--- config.mk ---
export PLATFORM = sky130hd
export DESIGN_NAME = polled_tick_and_cpu_load_meter_top
export DESIGN_NICKNAME = d
export VERILOG_FILES = /design/src/design/plmt_pkg.sv /design/src/design/plmt_share_div.sv /design/src/design/polled_tick_and_cpu_load_meter_top.sv
export VERILOG_INCLUDE_DIRS = /design/src /design/src/design
export SDC_FILE = /design/constraint.sdc
export NUM_CORES = 1
export LEC_CHECK = 0
export BUFFER_PORTS_ARGS = -buffer_cell sky130_fd_sc_hd__buf_4
export CAP_MARGIN = 0
export CORE_ASPECT_RATIO = 2
export CORE_MARGIN = 5
export CORE_UTILIZATION = 40
export DETAILED_ROUTE_END_ITERATION = 8
export GPL_ROUTABILITY_DRIVEN = 1
export SLEW_MARGIN = 5
export SYNTH_ARGS = -nofsm -noshare
export SYNTH_HDL_FRONTEND = slang
export SYNTH_SLANG_ARGS = --single-unit
--- constraint.sdc ---
create_clock -name clk_i -period 19.4 [get_ports clk_i]
set_input_delay 2.91 -clock clk_i [delete_from_list [all_inputs] [get_ports clk_i]]
set_output_delay 2.91 -clock clk_i [all_outputs]
set_load 0.03 [all_outputs]
--- src/design/polled_tick_and_cpu_load_meter_top_assert.svh ---
// assertion macros for the polled tick and cpu load meter
// expects clk_i and rst_ni in the scope of the module that uses them
`ifndef POLLED_TICK_AND_CPU_LOAD_METER_TOP_ASSERT_SVH
`define POLLED_TICK_AND_CPU_LOAD_METER_TOP_ASSERT_SVH

// same-cycle implication
`define PLMT_ASSERT_NOW(label, ante, cons, msg) \
  label: assert property (@(posedge clk_i) disable iff (!rst_ni) (ante) |-> (cons)) \
    else $error(msg);

// next-cycle implication
`define PLMT_ASSERT_NEXT(label, ante, cons, msg) \
  label: assert property (@(posedge clk_i) disable iff (!rst_ni) (ante) |=> (cons)) \
    else $error(msg);

`endif

--- src/design/plmt_pkg.sv ---
// shared types and constants for the polled tick and cpu load meter
// no dependencies
package plmt_pkg;

  localparam int unsigned PCT_W = 7;
  localparam int unsigned SUB_W = 14;
  localparam int unsigned CNT_W = 64;

  // scale factor of the share, walked msb first by the divider
  localparam logic [PCT_W-1:0] PCT_MAX = 7'd100;

  // quotient handed back by the divider
  typedef struct packed {
    logic             done;
    logic [PCT_W-1:0] pct;
  } div_res_t;

endpackage

--- src/design/plmt_share_div.sv ---
// iterative scaled share divider: floor(part * 100 / whole), one add/compare per cycle
// depends on plmt_pkg
module plmt_share_div #(
  parameter int unsigned W = 32
) (
  input  logic             clk_i,
  input  logic             rst_ni,
  input  logic             start_i,
  input  logic [W-1:0]     part_i,
  input  logic [W-1:0]     whole_i,
  output plmt_pkg::div_res_t res_o
);

  logic [W-1:0]                 part_q, whole_q, rem_q;
  logic [plmt_pkg::PCT_W-1:0]   quo_q;
  logic [2:0]                   bit_q;
  logic                         phase_q;   // 0: doubling step, 1: add part step
  logic                         busy_q, done_q;

  logic [W:0]   sum;
  logic [W-1:0] nrem;
  logic [W-1:0] addend;
  logic         ge;

  // the shared unit: one add, one compare, one subtract
  // remainder stays below whole, so the reduced sum always fits in W bits
  assign addend = phase_q ? part_q : rem_q;
  assign sum    = {1'b0, rem_q} + {1'b0, addend};
  assign ge     = sum >= {1'b0, whole_q};
  assign nrem   = ge ? (sum[W-1:0] - whole_q) : sum[W-1:0];

  always_ff @(posedge clk_i or negedge rst_ni) begin
    if (!rst_ni) begin
      busy_q  <= 1'b0;
      done_q  <= 1'b0;
      phase_q <= 1'b0;
      bit_q   <= '0;
    end else begin
      done_q <= 1'b0;
      if (start_i) begin
        busy_q  <= 1'b1;
        phase_q <= 1'b0;
        bit_q   <= 3'(plmt_pkg::PCT_W - 1);
      end else if (busy_q) begin
        if (!phase_q && plmt_pkg::PCT_MAX[bit_q]) begin
          phase_q <= 1'b1;
        end else if (bit_q == '0) begin
          busy_q <= 1'b0;
          done_q <= 1'b1;
        end else begin
          phase_q <= 1'b0;
          bit_q   <= bit_q - 3'd1;
        end
      end
    end
  end

  always_ff @(posedge clk_i) begin
    if (start_i) begin
      part_q  <= part_i;
      whole_q <= whole_i;
      rem_q   <= '0;
      quo_q   <= '0;
    end else if (busy_q) begin
      rem_q <= nrem;
      if (!phase_q) begin
        quo_q <= {quo_q[plmt_pkg::PCT_W-2:0], ge};
      end else begin
        quo_q <= quo_q + {{(plmt_pkg::PCT_W-1){1'b0}}, ge};
      end
    end
  end

  assign res_o.done = done_q;
  assign res_o.pct  = quo_q;

endmodule

--- src/design/polled_tick_and_cpu_load_meter_top.sv ---
// polled tick detector and cpu load meter, top level
// depends on plmt_pkg, plmt_share_div and polled_tick_and_cpu_load_meter_top_assert.svh
//
// channel   dir  tdata                                             tuser
// s_axis    in   [15:0] count_sample                               idle_poll
// m_axis    out  [63:0] tick_count, [127:64] seconds_count,        tick_seen
//                [134:128] busy_percent, [135] zero
//
// a poll without a tick goes through accept, then load of the output register
// a poll with a tick goes through accept, the share divider and the output load;
//   the divider runs 10 add/compare steps (7 doubling, 3 add for the set bits of 100)
// reset is asynchronous; no clearing pass, the block is ready right after reset
// input is taken whenever the sequencer is idle, even with a result still held;
//   the sequencer then waits at its output step until the held result is taken
`include "polled_tick_and_cpu_load_meter_top_assert.svh"

module polled_tick_and_cpu_load_meter_top #(
  parameter int unsigned TICKS_PER_SECOND = 100,
  parameter int unsigned WINDOW_BITS      = 32
) (
  input  logic         clk_i,
  input  logic         rst_ni,
  input  logic         s_axis_tvalid_i,
  output logic         s_axis_tready_o,
  input  logic [15:0]  s_axis_tdata_i,   // [15:0] count_sample
  input  logic         s_axis_tuser_i,   // idle_poll
  output logic         m_axis_tvalid_o,
  input  logic         m_axis_tready_i,
  output logic [135:0] m_axis_tdata_o,   // tick_count, seconds_count, busy_percent, pad
  output logic         m_axis_tuser_o    // tick_seen
);

  localparam int unsigned W    = WINDOW_BITS;
  localparam int unsigned SW   = plmt_pkg::SUB_W;
  localparam int unsigned PW   = plmt_pkg::PCT_W;
  localparam int unsigned CW   = plmt_pkg::CNT_W;
  localparam logic [SW:0] TPS  = (SW+1)'(TICKS_PER_SECOND);

  typedef enum logic [1:0] {
    ST_IDLE,
    ST_DIV,
    ST_OUT
  } state_e;

  state_e state_q;

  // block state
  logic [15:0]   prev_q;
  logic [CW-1:0] ticks_q, secs_q;
  logic [SW-1:0] subsec_q;
  logic [W-1:0]  idle_win_q, polls_win_q;
  logic [PW-1:0] load_q;
  logic          tick_q;

  // output register
  logic          out_valid_q;
  logic [CW-1:0] out_ticks_q, out_secs_q;
  logic [PW-1:0] out_load_q;
  logic          out_tick_q;

  logic          accept, tick;
  logic [W-1:0]  polls_n, idle_inc, idle_n;
  logic [SW:0]   subsec_inc;
  logic          out_free;
  logic [PW-1:0] pct_clamped;

  plmt_pkg::div_res_t div_res;

  assign s_axis_tready_o = (state_q == ST_IDLE);
  assign accept          = s_axis_tvalid_i && s_axis_tready_o;

  // a wrap of the down-counter shows as a larger sample
  assign tick = s_axis_tdata_i > prev_q;

  // saturating window counts, current poll included
  assign polls_n  = (polls_win_q == '1) ? polls_win_q : polls_win_q + W'(1);
  assign idle_inc = (s_axis_tuser_i && idle_win_q != '1) ? idle_win_q + W'(1) : idle_win_q;
  assign idle_n   = (idle_inc > polls_n) ? polls_n : idle_inc;

  assign subsec_inc = {1'b0, subsec_q} + (SW+1)'(1);

  assign out_free    = !out_valid_q || m_axis_tready_i;
  assign pct_clamped = (div_res.pct > plmt_pkg::PCT_MAX) ? plmt_pkg::PCT_MAX : div_res.pct;

  // the divider copies the closed window at the tick
  plmt_share_div #(
    .W (W)
  ) u_div (
    .clk_i   (clk_i),
    .rst_ni  (rst_ni),
    .start_i (accept && tick),
    .part_i  (idle_n),
    .whole_i (polls_n),
    .res_o   (div_res)
  );

  always_ff @(posedge clk_i or negedge rst_ni) begin
    if (!rst_ni) begin
      state_q     <= ST_IDLE;
      prev_q      <= 16'hFFFF;
      ticks_q     <= '0;
      secs_q      <= '0;
      subsec_q    <= '0;
      idle_win_q  <= '0;
      polls_win_q <= '0;
      load_q      <= '0;
      tick_q      <= 1'b0;
      out_valid_q <= 1'b0;
      out_ticks_q <= '0;
      out_secs_q  <= '0;
      out_load_q  <= '0;
      out_tick_q  <= 1'b0;
    end else begin
      // result register: loaded at the output step, emptied once taken
      if (state_q == ST_OUT && out_free) begin
        out_valid_q <= 1'b1;
        out_ticks_q <= ticks_q;
        out_secs_q  <= secs_q;
        out_load_q  <= load_q;
        out_tick_q  <= tick_q;
      end else if (m_axis_tready_i) begin
        out_valid_q <= 1'b0;
      end
      case (state_q)
        ST_IDLE: begin
          if (accept) begin
            prev_q <= s_axis_tdata_i;
            tick_q <= tick;
            if (tick) begin
              ticks_q     <= ticks_q + CW'(1);
              idle_win_q  <= '0;
              polls_win_q <= '0;
              if (subsec_inc >= TPS) begin
                subsec_q <= '0;
                secs_q   <= secs_q + CW'(1);
              end else begin
                subsec_q <= subsec_inc[SW-1:0];
              end
              state_q <= ST_DIV;
            end else begin
              idle_win_q  <= idle_n;
              polls_win_q <= polls_n;
              state_q     <= ST_OUT;
            end
          end
        end
        ST_DIV: begin
          if (div_res.done) begin
            load_q  <= plmt_pkg::PCT_MAX - pct_clamped;
            state_q <= ST_OUT;
          end
        end
        ST_OUT: begin
          if (out_free) begin
            state_q <= ST_IDLE;
          end
        end
        default: begin
          state_q <= ST_IDLE;
        end
      endcase
    end
  end

  assign m_axis_tvalid_o = out_valid_q;
  assign m_axis_tdata_o  = {1'b0, out_load_q, out_secs_q, out_ticks_q};
  assign m_axis_tuser_o  = out_tick_q;

  `PLMT_ASSERT_NOW(a_idle_le_polls, 1'b1, idle_win_q <= polls_win_q,
                   "idle count above poll count")
  `PLMT_ASSERT_NOW(a_subsec_range, 1'b1, {1'b0, subsec_q} < TPS,
                   "sub-second tick count out of range")
  `PLMT_ASSERT_NOW(a_done_in_div, div_res.done, state_q == ST_DIV,
                   "divider finished outside the divide step")
  `PLMT_ASSERT_NEXT(a_tick_starts_div, accept && tick, state_q == ST_DIV && polls_win_q == '0,
                    "tick did not start the divider and clear the window")

endmodule
## Word-level counts from Yosys, hierarchy flattened

Memories as Yosys holds them, arrays and structs flattened.
Index checks and enable logic that the tools add are counted.
Widths: inputs -> output; s select.

| word-level totals | value |
|---|---|
| bits in registers | 478 |
| memory bits (read-only) | 8 |
| input port bits | 21 |
| output and inout bits | 139 |
| word-level logic and storage cells | 102 |
| memories | 1 |

| operators by class | value |
|---|---|
| $add $sub $neg | 10 |
| $lt $le $gt $ge | 6 |
| eq/ne operators | 10 |
| muxes and demuxes | 34 |
| reduce and logical (&&, ||, !) cells | 19 |

Memories:

| name | words | width | read ports | clocked after memory_dff | wr ports | line | source |
|---|---|---|---|---|---|---|---|
| (no name shown) | 8 | 1 | 1 | 0 | 0 | plmt_share_div.sv:45 | `if (!phase_q && plmt_pkg::PCT_MAX[bit_q]) begin` |

Operator list:

| operator | number |
|---|---|
| $mux 32 | 7 |
| $add 64x1->64 const B | 2 |
| $add 32x1->32 const B | 2 |
| $add 32x32->33 | 1 |
| $ge 33x32->1 | 1 |
| $eq 32x32->1 const B | 1 |
| $gt 32x32->1 | 1 |
| $ne 32x32->1 const B | 1 |
| $sub 32x32->32 | 1 |
| $gt 16x16->1 | 1 |
| $add 14x1->15 const B | 1 |
| $ge 15x7->1 const B | 1 |
| $mux 1 | 15 |
| $mux 14 | 1 |
| $mux 7 | 2 |
| $mux 3 | 4 |
| $reduce_and 3->1 | 3 |
| $mux 2 | 4 |
| $ne 2x1->1 const B | 4 |
| $add 7x1->7 | 1 |
| $gt 7x7->1 const B | 1 |
| $sub 7x7->7 const A | 1 |
| $pmux 2 s3 | 1 |
| $reduce_and 2->1 | 3 |
| 13 further kinds | 19 |

## Longest topological paths before layout

Gate-level depths: netlist of run 1.

| depth | value |
|---|---|
| depth after elaboration | 6 |
| depth in mapped cells | 32 |
| gate-level depth less buffers | 27 |

## By module

From an unflattened synthesis of run 1, not the netlist that was laid out.

| second synthesis, totals | value |
|---|---|
| cells, all modules | 2644 |
| area total of the unflattened synthesis | 26754.4 um^2 |

By module, submodules not included:

| module | times used | cells an instance | area an instance (um^2) | seq. area each (um^2) |
|---|---|---|---|---|
| polled_tick_and_cpu_load_meter_top | 1 | 1779 | 18733.0 | 9253.9 |
| plmt_share_div | 1 | 865 | 8021.4 | 2852.7 |

## Worst setup path before layout of run 1

No wires, ideal clock.

| path | value |
|---|---|
| path kind | input -> register |
| start point | in s_axis_tuser_i |
| end point | reg u_div.part_q[10] (data pin) |
| setup time | 0.260 ns |
| arrival time | 6.523 ns |
| required time | 19.140 ns |
| path slack | 12.617 ns |
| stages on the path | 19 |
| buffers on the path | 3 |
| cell sequence | o21a_1 -> buf_6 -> nand3_2 -> nor4_2 -> and3_1 -> xnor2_1 -> inv_1 -> ha_1 -> a21o_1 -> a21o_1 -> a21o_1 -> a21o_1 -> a211oi_1 -> o22ai_1 -> a211o_1 -> nand2_1 -> buf_2 -> buf_2 -> mux2_2 |

| between the ends | value |
|---|---|
| word-level cells in the longest chain between the ends | 4 |

Ends and longest elaborated chain:

| what | line | source |
|---|---|---|
| start, declared | polled_tick_and_cpu_load_meter_top.sv:26 | `input logic s_axis_tuser_i,` |
| $logic_and 1x1->1 (*) | polled_tick_and_cpu_load_meter_top.sv:77 | `assign idle_inc = (s_axis_tuser_i && idle_win_q != '1) ? idle_win_q + W'(1) : idle_win_q;` |
| $mux 32 (*) | polled_tick_and_cpu_load_meter_top.sv:77 |  |
| $gt 32x32->1 | polled_tick_and_cpu_load_meter_top.sv:78 | `assign idle_n = (idle_inc > polls_n) ? polls_n : idle_inc;` |
| $mux 32 (*) | polled_tick_and_cpu_load_meter_top.sv:78 |  |
| via idle_n[10] | polled_tick_and_cpu_load_meter_top.sv:62 | `logic [W-1:0] polls_n, idle_inc, idle_n;` |
| end signal, assigned | plmt_share_div.sv:60 | `part_q <= part_i;` |
| end, declared | plmt_share_div.sv:14 | `logic [W-1:0] part_q, whole_q, rem_q;` |

Mark *: on every way through the listed nets, which the timed path passes. The rest lies on a longest branch.
A chain may end at the register's enable or synchronous reset.

## Worst setup path in the final report of run 1

| path | value |
|---|---|
| start point | reg u_div.phase_q |
| end point | reg u_div.quo_q[6] (netlist name) |

| between the ends | value |
|---|---|
| word-level cells in the longest chain between the ends | 5 |

Ends and longest elaborated chain:

| what | line | source |
|---|---|---|
| start, declared | plmt_share_div.sv:17 | `logic phase_q;` |
| start signal, assigned | plmt_share_div.sv:36 | `phase_q <= 1'b0;` |
| start signal, assigned | plmt_share_div.sv:42 | `phase_q <= 1'b0;` |
| start signal, assigned | plmt_share_div.sv:46 | `phase_q <= 1'b1;` |
| $mux 32 | plmt_share_div.sv:27 | `assign addend = phase_q ? part_q : rem_q;` |
| $add 32x32->33 | plmt_share_div.sv:28 | `assign sum = {1'b0, rem_q} + {1'b0, addend};` |
| $ge 33x32->1 | plmt_share_div.sv:29 | `assign ge = sum >= {1'b0, whole_q};` |
| $add 7x1->7 | plmt_share_div.sv:69 | `quo_q <= quo_q + {{(plmt_pkg::PCT_W-1){1'b0}}, ge};` |
| $mux 7 (*) | plmt_share_div.sv:66 | `if (!phase_q) begin` |
| end signal, assigned | plmt_share_div.sv:67 | `quo_q <= {quo_q[plmt_pkg::PCT_W-2:0], ge};` |
| end signal, assigned | plmt_share_div.sv:69 |  |
| end, declared | plmt_share_div.sv:15 | `logic [plmt_pkg::PCT_W-1:0] quo_q;` |

Every way passes the cells marked *; elsewhere a longest branch is shown, timed or not.

==> impl_results.md, run 1 <==
* Starting density of the core at 40.4%
* Synth Area in Adders at 6.08%
* Critical Path Most Common Cell: ha_1
* DP Worst Slack at 11.40 ns
* Worst min path class: reg -> reg
* Max Cap Viol at 0
* CP peak stage delay at 0.54 ns
* Asr flop ratio synth at 78.5%
* Antenna-violating nets left at 0
* TritonCTS Buffers at 44
* Largest net degree at the start of global routing at 182
* Post-synth EDFFs at 64
* Top_reg_cell synth: dfrtp_1
* Vias in the first global route at 19900
* Share of total power in the clock network at 16.8%
* Critical path buffers and inverters at 2
* Switching share of power at 45.5%
* Num rows at 131
* Syn Area/Cell at 10.3 sq um
* CTS tree: done
* Mapped Area at 25800 sq um
* Post-Synth XOR/XNOR Area at 8.36%
* Mux cell area share after synthesis at 9.55%
* Post-Syn Instances at 2497
* Worst setup EP type: flip-flop
* Crit start category: flip-flop
* Number of inserted diodes at 0
* Clk slew on worst S/H paths at 0.07 ns
* Internal Power at 0.00308 W
* Clock skew at 0.0209 ns
* H-tree levels at 2
* Overall Global Routing Usage at 19.1%
* Vias/cell at 5.55
* Yosys cell types at 74
* Seq/Total Area, Yosys at 47.0%
* Crit-path leading delay family: compound AO/OA/AOI/OAI gates
* First-pass GRT wire length at 108000 microns
* Post-CTS Resized at 0
* Core area at 63800 sq um
* Commonest non-fill, non-tap cell in the layout: dfrtp_1
* First-pass DRT Iterations at 5
* Layout net count at 2766
* Number of I/O port buffers at 158
* WP data required at 19.83 ns
* Final setup viols at 0
* DP HPWL at 50400 microns
* Relative slew slack at 23.7%
* RSZ-0062 raised after global routing: false
* Antenna violations before repair at 0
* Area fraction in and, or, nand and nor cells after synthesis at 14.2%
* Fin crit share at 39.0%
* Layout overhead on the synthesized area at 13.7%
* CP max FO at 44
* Post-CTS Setup Inserts at 0
* Total Power at 0.00565 W
* PwrDens at 193 nW/um^2
* Slew @ Worst Pin at 1.15 ns
* Final Hold Viols at 0
* Slowest CP cell: nor3_1
* Static leakage at 13.8 nW
* Clk buf depth at 3
* Wire length per cell at 19.7 microns
* Full die area at 69900 sq um
* Final wirelength at 68000 microns
* Die Wd at 189 microns
* Aggregate negative setup slack at 0 ns
* Max Clk Rate at 0.132 GHz
* Via count at 19200
* Switching power at 0.00257 W
* Initial drt markers at 1103
* Kind of critical path: reg -> reg
* Synthesized flop and latch total at 478
* Final WS setup at 11.83 ns
* Max Transition Viols Final at 0
* Ys Warns at 0
* Synthesized net count at 2642
* Complex-gate fraction of the synthesized area at 11.3%
* Register share of total power at 23.0%
* Chip height at 369 microns
* Most frequent cells in the layout: dfrtp_1 (358), nand2_1 (217), mux2_2 (195)
* Worst EP arrival at 8.00 ns
* Total clock sinks at 478
* Fin crit period at 7.57 ns
* Layout cells sized above 1 at 18.4%
* Post-route DRC at 0
* Logic pwr share at 60.3%
* CTS Root Cell: clkbuf_16
* Peak VDD IR at 0.102 mV
* GRT overflow at 0
* Main combinational cell family by area after synthesis: simple AND/OR/NAND/NOR gates
* Status: completed
* Gp weighted congestion at 0.938
* Worst skew pair latency at 0.58 ns
* Io pins at 160
* CTS Hold Buffers Added at 0
[sequential cells by signal (all words and copies together), names as in the netlist, 3 cells and up]
name           cells
u_div.rem_q       32
out_load_q         7
u_div.quo_q        7
prev_q            16
subsec_q          14
ticks_q           64
idle_win_q        32
out_secs_q        64
load_q             7
u_div.part_q      32
out_ticks_q       64
u_div.bit_q        3
secs_q            64
u_div.whole_q     32
polls_win_q       32
[cells in the mapped netlist, drive strengths merged, types with 5 or more instances]
| library cell | instances | area share (%) |
|---|---|---|
| mux2i | 25 | 0.97 |
| inv | 130 | 1.9 |
| nor4 | 13 | 0.34 |
| o211ai | 11 | 0.32 |
| and3 | 46 | 1.2 |
| o21ai | 139 | 2.7 |
| a22o | 26 | 0.88 |
| mux2 | 196 | 8.6 |
| clkbuf | 77 | 1.1 |
| nor2b | 18 | 0.44 |
| o21a | 17 | 0.50 |
| a22oi | 6 | 0.17 |
| nand4 | 83 | 2.0 |
| nor2 | 137 | 2.0 |
| a21oi | 103 | 2.0 |
| xor2 | 88 | 3.0 |
| nand2b | 14 | 0.34 |
| nor3 | 52 | 1.0 |
| buf | 19 | 0.40 |
| edfxtp | 64 | 7.5 |
| nand2 | 221 | 3.2 |
| a21o | 36 | 1.0 |
| o22ai | 13 | 0.32 |
| a211o | 5 | 0.17 |
| and4 | 19 | 0.65 |
| ha | 122 | 5.9 |
| a211oi | 20 | 0.58 |
| or3 | 11 | 0.27 |
| dfrtp | 359 | 35 |
| dfxtp | 39 | 3.0 |
| xnor2 | 158 | 5.4 |
| a31oi | 20 | 0.49 |
| a2111oi | 5 | 0.17 |
| dfstp | 16 | 1.6 |
| a311oi | 8 | 0.27 |
| o31ai | 18 | 0.52 |
| nand3 | 88 | 1.7 |
| and2 | 26 | 0.63 |
[worst reg2reg max path: cells and delay by family (launching register included)]
family | cells | cell delay (ns)
AOI/OAI and AO/OA | 14 | 2.87
adders and majority gates | 5 | 1.60
and+or+nand+nor | 5 | 1.17
buffers and inverters | 2 | 0.80
muxes | 1 | 0.44
DFF | 1 | 0.32
xor gates and xnor gates | 1 | 0.21
[path summary, 6_finish.rpt]
check | to | start | cells after the start | slack (ns)
setup / recovery | u_div.quo_q[6]$_SDFFE_PP0P_ | u_div.phase_q$_DFFE_PN0P_ | 28 | 11.83
hold / removal | secs_q[63]$_DFFE_PN0P_ | secs_q[63]$_DFFE_PN0P_ | 1 | 0.47
setup reg to reg | u_div.quo_q[6]$_SDFFE_PP0P_ | u_div.phase_q$_DFFE_PN0P_ | 28 | 11.83
hold reg to reg | secs_q[63]$_DFFE_PN0P_ | secs_q[63]$_DFFE_PN0P_ | 1 | 0.47
max in group asynchronous | out_ticks_q[49]$_DFFE_PN0P_ | rst_ni | 3 | 14.44
min in group asynchronous | idle_win_q[29]$_DFFE_PN0P_ | rst_ni | 1 | 2.44
[cells by family after synthesis]
group,Yosys count
compound gates,460
mux,221
flops,478
simple gates,741
buf+inv,226
fa+ha+maj,124
xor+xnor,246
other cells,1
[layout make-up]
| cell class | count | area [sq um] |
|---|---|---|
| sequential | 478 | 12100 |
| clock inverter | 29 | 380 |
| timing repair buffer | 174 | 1330 |
| clock buffer | 53 | 1180 |
| tap | 798 | 998 |
| inverter | 130 | 489 |
| multi-input combinational | 1793 | 12800 |
| fill | 5892 | 34500 |
[routing by layer]
layer	vias up	track usage, %	part of all wire, %
met5	-	0	0
met3	173	2.14	3.5
met4	0	10.4	6.0
met2	482	36.4	53
met1	9363	20.3	37
li1	9158	-	-
[power groups by stage]
stage | Combinational (W) | Sequential [W] | Clock (W)
6_report | 0.00340 | 0.00130 | 0.000947
5_1_grt | 0.00375 | 0.00131 | 0.00101
4_1_cts | 0.00340 | 0.00130 | 0.000983
3_5_place_dp | 0.00338 | 0.00131 | 0
3_3_place_gp | 0.00332 | 0.00131 | 0
2_1_floorplan | 0.00254 | 0.00130 | 0
[stage by stage]
stage	std cells	area (sq um)	util (%)	hold WS (ns)
2_1_floorplan	2497	25800	-	0.436
3_3_place_gp	3373	27700	43.5	0.451
3_5_place_dp	3373	27700	43.5	0.466
4_1_cts	3455	29300	45.9	0.477
5_1_grt	3455	29300	45.9	0.485
6_report	3455	29300	45.9	0.474
Note: power is estimated with default switching activity, not from simulation.
==> inputs of run 2 (changes only) <==
--- a/config.mk
+++ b/config.mk
@@ -6,6 +6,7 @@
 export SDC_FILE = /design/constraint.sdc
 export NUM_CORES = 1
 export LEC_CHECK = 0
+export ABC_AREA = 1
 export BUFFER_PORTS_ARGS = -buffer_cell sky130_fd_sc_hd__buf_4
 export CAP_MARGIN = 0
 export CORE_ASPECT_RATIO = 2
==> constraint.sdc (replaced) <==
create_clock -name clk_i -period 7.2 [get_ports clk_i]
set_input_delay 1.08 -clock clk_i [delete_from_list [all_inputs] [get_ports clk_i]]
set_output_delay 1.08 -clock clk_i [all_outputs]
set_load 0.03 [all_outputs]
==> impl_results.md, run 2 <==
* Overall Global Routing Usage at 25.8% (+6.6 points)
* Layout net count at 4782 (+73%)
* Post-synth top cells: nand2_1 (1581), inv_1 (646), dfrtp_1 (359)
* CP Depth at 32 (+14%)
* Top_reg_cell synth: dfrtp_1
* Fin crit share at 82.9% (+44 points)
* Wire length per cell at 19.5 microns (-1.1%)
* Worst skew pair latency at 0.61 ns (+0.03 ns)
* Synthesized flop and latch total at 478 (unchanged)
* Post-CTS Setup Inserts at 0 (unchanged)
* Crit-path leading delay family: simple AND/OR/NAND/NOR gates
* Yosys cell types at 52 (-30%)
* Layout cells sized above 1 at 7.51% (-11 points)
* Final WS setup at 1.23 ns (-10.60 ns)
* DP HPWL at 89200 microns (+77%)
* Post-Syn Instances at 4517 (+81%)
* Gp weighted congestion at 1.05 (+12%)
* Clk buf depth at 3 (unchanged)
* DP Worst Slack at 1.29 ns (-10.11 ns)
* Peak VDD IR at 0.342 mV (+240%)
* WP data required at 7.73 ns (-12.10 ns)
* Number of I/O port buffers at 158 (unchanged)
* Final wirelength at 111000 microns (+63%)
* Post-synth top area share at 28.7% (-6.2 points)
* Final Hold Viols at 0 (unchanged)
* Slew @ Worst Pin at 1.21 ns (+0.0605 ns)
* Most frequent cell after synthesis: nand2_1
* Seq/Total Area, Yosys at 38.6% (-8.4 points)
* Clock skew at 0.0299 ns (+0.00907 ns)
* CTS Root Cell: clkbuf_16
* Vias/cell at 5.12 (-7.7%)
* Worst EP arrival at 6.50 ns (-1.50 ns)
* Worst min path class: in -> async
* Aggregate negative setup slack at 0 ns (unchanged)
* CP max FO at 33 (-25%)
* Fillers at 8213 (+39%)
* Ys Warns at 0 (unchanged)
* CTS Hold Buffers Added at 0 (unchanged)
* Synth top area cells: dfrtp_1 (29%), nand2_1 (19%), inv_1 (7.7%)
* GRT overflow at 0 (unchanged)
* Relative slew slack at 18.9% (-4.8 points)
* Via count at 29200 (+52%)
* First-pass GRT wire length at 169000 microns (+56%)
* Vias in the first global route at 29200 (+47%)
* Area leader, netlist: dfrtp_1
* TritonCTS Buffers at 44 (unchanged)
* Commonest non-fill, non-tap cell in the layout: nand2_1
* Chip height at 406 microns (+10%)
* Syn Area/Cell at 6.94 sq um (-33%)
* Post-CTS Resized at 0 (unchanged)
* Post-synth EDFFs at 64 (unchanged)
* Die Wd at 208 microns (+9.8%)
* Full die area at 84400 sq um (+21%)
* RSZ-0062 raised after global routing: false
* H-tree levels at 2 (unchanged)
* Post-route DRC at 0 (unchanged)
* Status: completed
* Antenna-violating nets left at 0 (unchanged)
* Max Clk Rate at 0.168 GHz (+27%)
* Fin crit period at 5.97 ns (-1.60 ns)
* Asr flop ratio synth at 78.5% (unchanged)
* Core area at 78000 sq um (+22%)
* Largest net degree at the start of global routing at 106 (-42%)
* Initial drt markers at 1823 (+65%)
* Num rows at 145 (+11%)
* Critical path buffers and inverters at 6 (+4)
* Layout overhead on the synthesized area at 12.3%
* Io pins at 160 (unchanged)
* Antenna violations before repair at 1 (+1)
* Static leakage at 17.7 nW (+28%)
* Final setup viols at 0 (unchanged)
* Max Transition Viols Final at 0 (unchanged)
* Reg-to-reg setup timing slack at 1.23 ns (-10.60 ns)
* R2R cell count at 32 (+14%)
* Mapped Area at 31400 sq um (+22%)
* Max Cap Viol at 0 (unchanged)
* Clk slew on worst S/H paths at 0.07 ns (about the same)
* First-pass DRT Iterations at 5 (unchanged)
* Slowest CP cell: nor2_1
* Kind of critical path: reg -> reg
* CTS tree: done
* CP peak stage delay at 0.47 ns (-0.07 ns)
* Total clock sinks at 478 (unchanged)
* Worst setup EP type: flip-flop
* PwrDens at 500 nW/um^2 (+160%)
* Crit start category: flip-flop
* Critical Path Most Common Cell: nand2_1
* Synthesized net count at 4662 (+76%)
* Starting density of the core at 40.2% (-0.22 points)
* Most frequent cells in the layout: nand2_1 (1580), inv_1 (646), dfrtp_1 (359)
-- run 2: changes by cell type after synthesis, moves of 84 or more --
cell     before   now
nor2_1      137   326
nand3_1      87   343
mux2_2      195    28
inv_1       129   646
xor2_1       88   172
xnor2_1     158    30
nand2_1     220  1581
-- run 2: layer usage --
layer  routed length, microns  track usage, %
met5                        0               0
met4                     9790            18.2
met3                     3650            2.36
met2                    58300            49.0
met1                    39300            26.2
-- run 2: layout make-up --
class                   instances  area [sq um]  area share [%]
well taps                    1029          1290            3.66
flip-flops and latches        478         12100            34.4
repair buffers                193          1480            4.21
inverters                     654          2460            6.99
diodes                          1          2.50         0.00711
multi-input cells            3266         16200            46.1
clock inverters                24           383            1.09
clock buffers                  58          1250            3.56
-- run 2: cell families (layout without fill, tap and decap cells) --
kind of cell | after synthesis | count (layout) | synth area share, %
buffers and inverters | 773 | 929 | 9.62
multiplexers | 28 | 28 | 1.01
flip-flops | 478 | 478 | 38.6
XOR/XNOR | 202 | 202 | 5.64
AND/OR/NAND/NOR | 2545 | 2545 | 34.0
other | 1 | 2 | 0.0120
adder cells (fa/ha/maj) | 124 | 124 | 5.00
AO/OA/AOI/OAI | 366 | 366 | 6.13
-- run 2: final timing paths --
check | start | endpoint
max | u_div.phase_q$_DFFE_PN0P_ | u_div.quo_q[4]$_SDFFE_PP0P_
min | rst_ni | out_ticks_q[60]$_DFFE_PN0P_
max reg2reg | u_div.phase_q$_DFFE_PN0P_ | u_div.quo_q[4]$_SDFFE_PP0P_
min reg2reg | u_div.rem_q[9]$_SDFFE_PP0P_ | u_div.rem_q[9]$_SDFFE_PP0P_
max in group asynchronous | rst_ni | idle_win_q[22]$_DFFE_PN0P_
min in group clk_i | u_div.rem_q[9]$_SDFFE_PP0P_ | u_div.rem_q[9]$_SDFFE_PP0P_
-- run 2: per-stage QoR --
| stage | cell area (sq um) | hold slack [ns] | power [W] | std cells | util [%] |
|---|---|---|---|---|---|
| 4_1_cts | 35200 | 0.471 | 0.0177 | 5702 | 45.1 |
| 6_report | 35200 | 0.466 | 0.0176 | 5703 | 45.1 |
| 2_1_floorplan | 31400 | 0.436 | 0.0116 | 4517 | - |
| 5_1_grt | 35200 | 0.493 | 0.0193 | 5702 | 45.1 |
| 3_5_place_dp | 33600 | 0.465 | 0.0149 | 5620 | 43.0 |
| 3_3_place_gp | 33600 | 0.462 | 0.0149 | 5620 | 43.0 |
-- run 2: report_power, final --
| part | internal [W] | leakage (nW) | switching [W] |
|---|---|---|---|
| Sequential | 0.00345 | 5.93 | 0.000502 |
| Combinational | 0.00348 | 11.0 | 0.00748 |
| Clock | 0.00154 | 0.797 | 0.00118 |
